File: src/hw/rtl/fomm_pkg.sv
// ----------------------------------------------------------------------------
// fomm_pkg
// Types, constants and arithmetic helpers shared by the mecanum mixer.
// ----------------------------------------------------------------------------
`timescale 1ns / 1ps

package fomm_pkg;

    // Default angle resolution of the sine lookup (steps per turn = 2**bits).
    localparam int TRIG_TABLE_BITS_DEF = 10;

    // Fixed-point constants.
    localparam int Q14_ONE      = 16384;
    localparam int APB_AW       = 4;
    localparam int W_S          = 18;   // rounded stick products
    localparam int W_TW         = 27;   // twist, wide enough for autonomous twist
    localparam int W_ROT        = 19;   // rotated vector
    localparam int W_WHEEL      = 28;   // raw wheel sums
    localparam int W_MAG        = 27;   // wheel magnitudes
    localparam int W_QUO        = 15;   // equalized magnitude
    localparam int W_REM        = 43;   // divider remainder
    localparam int W_DIV        = 28;   // divider denominator (twice the max)

    // Register indexes.
    localparam logic [1:0] REG_IN_DB     = 2'd0;
    localparam logic [1:0] REG_OUT_DB    = 2'd1;
    localparam logic [1:0] REG_AUTON_FWD = 2'd2;

    // Register reset values.
    localparam logic [14:0]        IN_DB_RST     = 15'd2458;
    localparam logic [14:0]        OUT_DB_RST    = 15'd3277;
    localparam logic signed [15:0] AUTON_FWD_RST = -16'sd4915;

    // Odd polynomial for sin(pi/2 * x), coefficients in Q30.
    localparam logic [63:0] SIN_C1 = 64'd1686629713;
    localparam logic [63:0] SIN_C3 = 64'd693598668;
    localparam logic [63:0] SIN_C5 = 64'd85569305;
    localparam logic [63:0] SIN_C7 = 64'd5026994;
    localparam logic [63:0] SIN_C9 = 64'd172272;
    localparam logic [63:0] Q30_ONE = 64'd1073741824;

    // One command transaction.
    typedef struct packed {
        logic               mode;
        logic signed [15:0] stick_x;
        logic signed [15:0] stick_y;
        logic signed [15:0] stick_twist;
        logic signed [15:0] throttle;
        logic signed [23:0] heading;
    } t_cmd;

    // One result transaction.
    typedef struct packed {
        logic signed [15:0] front_left_speed;
        logic signed [15:0] front_right_speed;
        logic signed [15:0] back_left_speed;
        logic signed [15:0] back_right_speed;
    } t_speeds;

    // Data handed along the divider cells.
    typedef struct packed {
        logic                           flag;
        logic [3:0]                     neg;
        logic [3:0][W_MAG-1:0]          mag;
        logic [3:0][W_REM-1:0]          rem;
        logic [3:0][W_QUO-1:0]          quo;
        logic [W_DIV-1:0]               div;
    } t_div_bus;

    // Quarter-wave sine, x in Q30 over 0..1, result in Q1.14.
    function automatic logic [14:0] quarter_sine(input logic [63:0] x);
        logic [63:0] x2;
        logic [63:0] p;
        x2 = (x * x) >> 30;
        p  = SIN_C7 - ((x2 * SIN_C9) >> 30);
        p  = SIN_C5 - ((x2 * p) >> 30);
        p  = SIN_C3 - ((x2 * p) >> 30);
        p  = SIN_C1 - ((x2 * p) >> 30);
        p  = (x * p) >> 30;
        p  = (p + 64'd32768) >> 16;
        if (p > 64'd16384) begin
            p = 64'd16384;
        end
        return p[14:0];
    endfunction

    // Divide a product by 2**14, rounding to nearest with ties away from zero.
    function automatic logic signed [39:0] mulq_round(input logic signed [39:0] p);
        logic [39:0] mag;
        logic [39:0] q;
        mag = p[39] ? (~p + 40'd1) : p;
        q   = (mag + 40'd8192) >> 14;
        return p[39] ? -$signed(q) : $signed(q);
    endfunction

    // Zero a value whose magnitude is below the threshold.
    function automatic logic signed [39:0] dead_zone(input logic signed [39:0] v,
                                                     input logic [14:0] th);
        logic [39:0] mag;
        mag = v[39] ? (~v + 40'd1) : v;
        return (mag < {25'd0, th}) ? 40'sd0 : v;
    endfunction

    // Saturate to -1.0 .. +1.0 in Q1.14.
    function automatic logic signed [15:0] sat_q14(input logic signed [39:0] v);
        logic signed [15:0] r;
        if (v > 40'sd16384) begin
            r = 16'sd16384;
        end else if (v < -40'sd16384) begin
            r = -16'sd16384;
        end else begin
            r = v[15:0];
        end
        return r;
    endfunction

endpackage

File: src/hw/rtl/fomm_div_cell.sv
// ----------------------------------------------------------------------------
// fomm_div_cell
// One restoring-division cell: settles one quotient bit for all four wheels.
// ----------------------------------------------------------------------------
`timescale 1ns / 1ps

module fomm_div_cell #(
    parameter int BIT = 0
) (
    input  logic               i_clk,
    input  logic               i_rst_n,
    input  fomm_pkg::t_div_bus i_bus,
    input  logic               i_vld,
    output logic               o_rdy,
    output fomm_pkg::t_div_bus o_bus,
    output logic               o_vld,
    input  logic               i_rdy
);

    logic                          r_vld;
    logic                          w_ld;
    logic [fomm_pkg::W_REM-1:0]    w_trial;
    fomm_pkg::t_div_bus            n_bus;
    fomm_pkg::t_div_bus            r_bus;

    assign w_ld    = !r_vld || i_rdy;
    assign o_rdy   = w_ld;
    assign o_vld   = r_vld;
    assign o_bus   = r_bus;
    assign w_trial = fomm_pkg::W_REM'(i_bus.div) << BIT;

    // Trial subtraction of the shifted denominator in every lane.
    always_comb begin
        n_bus = i_bus;
        for (int k = 0; k < 4; k++) begin
            if (i_bus.rem[k] >= w_trial) begin
                n_bus.rem[k]      = i_bus.rem[k] - w_trial;
                n_bus.quo[k][BIT] = 1'b1;
            end
        end
    end

    always_ff @(posedge i_clk) begin
        if (!i_rst_n) begin
            r_vld <= 1'b0;
        end else if (w_ld) begin
            r_vld <= i_vld;
        end
    end

    always_ff @(posedge i_clk) begin
        if (w_ld) begin
            r_bus <= n_bus;
        end
    end

endmodule

File: config.mk
export PLATFORM = sky130hd
export DESIGN_NAME = fomm_div_cell
export DESIGN_NICKNAME = d
export VERILOG_FILES = /design/src/hw/rtl/fomm_pkg.sv /design/src/hw/rtl/fomm_div_cell.sv
export SDC_FILE = /design/constraint.sdc
export NUM_CORES = 1
export LEC_CHECK = 0
export ABC_AREA = 1
export BUFFER_PORTS_ARGS = -buffer_cell sky130_fd_sc_hd__buf_2
export CORE_AREA = 4 4 288 290
export DETAILED_ROUTE_END_ITERATION = 12
export DIE_AREA = 0 0 292 294
export MAX_ROUTING_LAYER = met4
export PLACE_DENSITY = 0.54
export SKIP_LAST_GASP = 1
export SYNTH_ARGS = -nofsm -noshare
export SYNTH_HDL_FRONTEND = slang
export SYNTH_SLANG_ARGS = --single-unit
File: constraint.sdc
create_clock -name i_clk -period 18.1 [get_ports i_clk]
set_clock_uncertainty 0.2 [all_clocks]
set_input_delay 2.715 -clock i_clk [delete_from_list [all_inputs] [get_ports i_clk]]
set_output_delay 2.715 -clock i_clk [all_outputs]
set_load 0.01 [all_outputs]
==> impl_metrics.yaml <==
global_routing:
  groute.layer.met1.usage_pct: 34.14
  grt_use_met2_pct: 43.52
  grt_usage_pct: 27.15
  overflow: 0
  first_pass_grt_wire_length_um: 165300
  grt_max_degree: 69
  first_global_vias: 23650
  global_route.usage.met3_pct: 5.660
  antenna_found_initial: 27
  grt-busiest-layer: "met2"
status:
  run_status: "finished, final reports clean"
critical_path:
  critical_path.reg2reg.endpoint: "o_bus[259]"
  timing.critical_path.required_ns: 15.19
  cp.arrival_ns: 3.39
  critPathCaptureType: "output pin"
  critPathKind: "input pin to output pin"
  reg2reg_depth: 3
  worst_reg_to_reg_setup_slack_ns: 15.27
  worstPathMaxFanout: 28
  start_kind: "input pin"
  worst_flop_to_flop_path_startpoint: "o_vld"
cells_and_area:
  footprint_of_the_multi_input_gates_um2: 11400
  layoutNonFillerInstCount: 5314
  nFillCells: 8542
  final-seq-area_um2: 11220
  layout.nets: 4686
  proportion_of_layout_cells_with_a_drive_suffix_above_1_pct: 21.72
  syn2layout_area_growth_pct: 26.14
die:
  floorplan.die_area_um2: 85850
  boundaryPins: 752
  initial_core_util_pct: 31.34
  die_width_um: 292
  core.rowCount: 104
  core-area_um2: 80290
  floorplan.die.height_um: 294
timing:
  finalHoldViolCount: 0
  totalNegativeSetupSlack_ns: 0
  finalSetupViolCount: 0
  final_max_slew_viol_count: 0
  tightest_slew_ns: 1.031
  final_min_period_over_clock_period_pct: 34.83
  finalCriticalPeriod_ns: 6.304
  rsz_0062_raised_after_global_routing: "no"
  slew_headroom_pct: 31.12
  max_clock_freq_mhz: 158.6
min_path:
  holdPathStages: 1
  worst_hold_path_type: "register to register"
  end_point_of_the_worst_hold_path: "o_bus[157]"
  hold_start: "o_vld"
clock_network:
  clkSinkCount: 374
  cts_hold_buf: 0
  clkLatencyLatePin_ns: 0.59
  clock_tree_from_tritoncts: "done"
  clock_transition_at_the_registers_of_the_reported_paths_ns: 0.06
  cts_buffer_depth: 3
  number_of_levels_the_h_tree_was_split_into: 2
  cts.repair.resized: 0
  cts_root_buffer: "sky130_fd_sc_hd__clkbuf_16"
  cts-buffers-inserted: 46
  post_cts_buffers: 0
pwr:
  comb_power_share_pct: 24.3
  sequentialPowerShare_pct: 39.9
  max-vdd-ir-drop_mv: 0.06560
  power.switching_fraction_pct: 32.57
  power.density_nw_per_um2: 87.85
  power_switching_mw: 0.9080
  cellLeakagePower_nw: 16.69
  power_frac_clock_pct: 35.8
  power_report.internal_total_mw: 1.880
logic_synthesis:
  synthesized_area_fraction_occupied_by_and_or_nand_nor_cells_pct: 33.56
  syn_area_um2: 25160
  synthesis.nets: 3910
  ys_types: 34
  synth_area_per_cell_um2: 7.363
  yosys.area_share.adder_pct: 5.888
  synth_seq_cells: 374
  synthCells: 3417
  synth_mux_area_share_pct: 0
  synth_top_family_by_area: "simple AND/OR/NAND/NOR gates"
  yosysWarnings: 0
  synth_xor_xnor_area_share_pct: 2.924
  synth_compound_area_share_pct: 2.919
  yosysSeqAreaShare_pct: 44.60
placed_design:
  hpwl_um: 100700
  routabilityCongestion: 1.022
  dp_cells: 5205
  io_buffer_count: 751
drt:
  vias_per_std_cell: 4.687
  drt_iter0_drc: 1939
  per_cell_routed_wire_length_um: 22.40
  detail_route.drc_violations: 0
  first_pass_iters: 6
  routed_wirelength_um: 119000
  drt.antenna.violating_nets: 0
  vias_post_dr: 24910
job:
  max-cap-violations: 0
cell type report:
type | instances | area share (%)
Antenna cell | 23 | 0.1814
Clock buffer | 49 | 3.663
Clock inverter | 37 | 1.471
Inverter | 609 | 7.203
Multi-Input combinational cell | 2404 | 35.94
Sequential cell | 374 | 35.36
Tap cell | 1060 | 4.179
Timing Repair Buffer | 758 | 12.01
synth_stat cells (all sizes together):
master  instances  area, um2
nor3b           1      12.51
nor3           13      90.09
a21boi          2      15.01
fa              4      80.08
nand3         181      925.9
a21o            4      30.03
and2            7      43.79
edfxtp        373      11200
nand3b         26      195.2
ha            112       1401
nand2        1463       5547
or2             4      25.02
a21oi          92      516.8
dfxtp           1      20.02
xor2           82      718.2
nand4          41      256.5
nor2          341       1348
o21bai          8      60.06
buf            30      257.7
o21ai          18      90.09
xnor2           2      17.52
inv           609       2286
o21a            3      22.52
layout by cell type, fill, tap and decap left out, types with 2 or more instances in the layout:
master,synthesis,routed
sky130_fd_sc_hd__nand2_1,1441,1439
sky130_fd_sc_hd__buf_2,11,751
sky130_fd_sc_hd__inv_1,598,598
sky130_fd_sc_hd__edfxtp_1,373,373
sky130_fd_sc_hd__nor2_1,314,314
sky130_fd_sc_hd__nand3_1,177,177
sky130_fd_sc_hd__ha_1,112,112
sky130_fd_sc_hd__a21oi_1,85,85
sky130_fd_sc_hd__xor2_1,82,82
sky130_fd_sc_hd__clkbuf_16,0,46
sky130_fd_sc_hd__nand4_1,41,41
sky130_fd_sc_hd__nor2_2,27,27
sky130_fd_sc_hd__nand3b_1,26,26
sky130_fd_sc_hd__diode_2,0,23
sky130_fd_sc_hd__nand2_2,22,23
sky130_fd_sc_hd__o21ai_0,18,18
sky130_fd_sc_hd__inv_2,11,11
sky130_fd_sc_hd__clkinv_2,0,10
sky130_fd_sc_hd__nor3_1,8,8
sky130_fd_sc_hd__o21bai_1,8,8
sky130_fd_sc_hd__bufinv_16,0,8
sky130_fd_sc_hd__and2_1,7,7
sky130_fd_sc_hd__buf_4,4,7
sky130_fd_sc_hd__nor3_2,5,5
sky130_fd_sc_hd__clkinvlp_4,0,5
sky130_fd_sc_hd__nand3_2,4,4
sky130_fd_sc_hd__a21oi_4,4,4
sky130_fd_sc_hd__a21o_1,4,4
sky130_fd_sc_hd__fa_1,4,4
sky130_fd_sc_hd__inv_6,0,4
sky130_fd_sc_hd__clkinv_4,0,4
sky130_fd_sc_hd__o21a_1,3,3
sky130_fd_sc_hd__a21oi_2,3,3
sky130_fd_sc_hd__clkbuf_1,0,3
sky130_fd_sc_hd__clkinv_1,0,3
sky130_fd_sc_hd__a21boi_0,2,2
sky130_fd_sc_hd__xnor2_1,2,2
sky130_fd_sc_hd__or2_1,2,2
sky130_fd_sc_hd__or2_2,2,2
state kept, by name (all words and copies together), names as in the netlist:
name   cells
o_bus    373
o_vld      1
power groups by stage:
stage	clock network, mW	logic, mW	registers [mW]
2_1_floorplan	0	0.305	1.18
3_3_place_gp	0	0.679	1.13
3_5_place_dp	0	0.676	1.13
4_1_cts	1.02	0.679	1.11
5_1_grt	1.06	0.741	1.12
6_report	0.998	0.678	1.11
routing by layer:
layer	share of wire [%]	wire, um
met1	42	50080
met3	7.7	9168
met4	3.9	4633
met2	46	55160
met5	0	0
how the worst max path moves through the flow:
stage | cells after the start | startpoint | endpoint | slack [ns]
global placement | 4 | i_rdy | o_rdy | 11.78
global route | 4 | i_rdy | o_rdy | 11.74
CTS | 4 | i_rdy | o_rdy | 11.78
floorplan | 2 | i_rdy | o_rdy | 4.53
detailed placement | 4 | i_rdy | o_rdy | 11.78
finish | 4 | i_rdy | o_rdy | 11.80
stage by stage:
| step | worst slack, ns | cell area, um2 | util, % | total power, mW | hold WS (ns) |
|---|---|---|---|---|---|
| 5_1_grt | 11.74 | 31720 | 39.51 | 2.918 | 0.7355 |
| 4_1_cts | 11.78 | 31680 | 39.46 | 2.815 | 0.7019 |
| 6_report | 11.80 | 31740 | 39.53 | 2.788 | 0.6922 |
| 2_1_floorplan | 4.529 | 25160 | - | 1.487 | 2.614 |
| 3_3_place_gp | 11.78 | 30050 | 37.43 | 1.808 | 0.6986 |
| 3_5_place_dp | 11.78 | 30050 | 37.43 | 1.805 | 0.6869 |
worst max-delay path, stage by stage:
cell and delay (ns):
sky130_fd_sc_hd__buf_2 0.08, sky130_fd_sc_hd__inv_1 0.05, sky130_fd_sc_hd__nand2_4 0.32, sky130_fd_sc_hd__buf_2 0.22
kinds of logic after synthesis:
| group | count (synthesis) |
|---|---|
| and+or+nand+nor | 2077 |
| AOI/OAI and AO/OA | 127 |
| DFF | 374 |
| xor gates and xnor gates | 84 |
| buffers and inverters | 639 |
| adders and majority gates | 116 |
(Power assumes the default switching activity.)
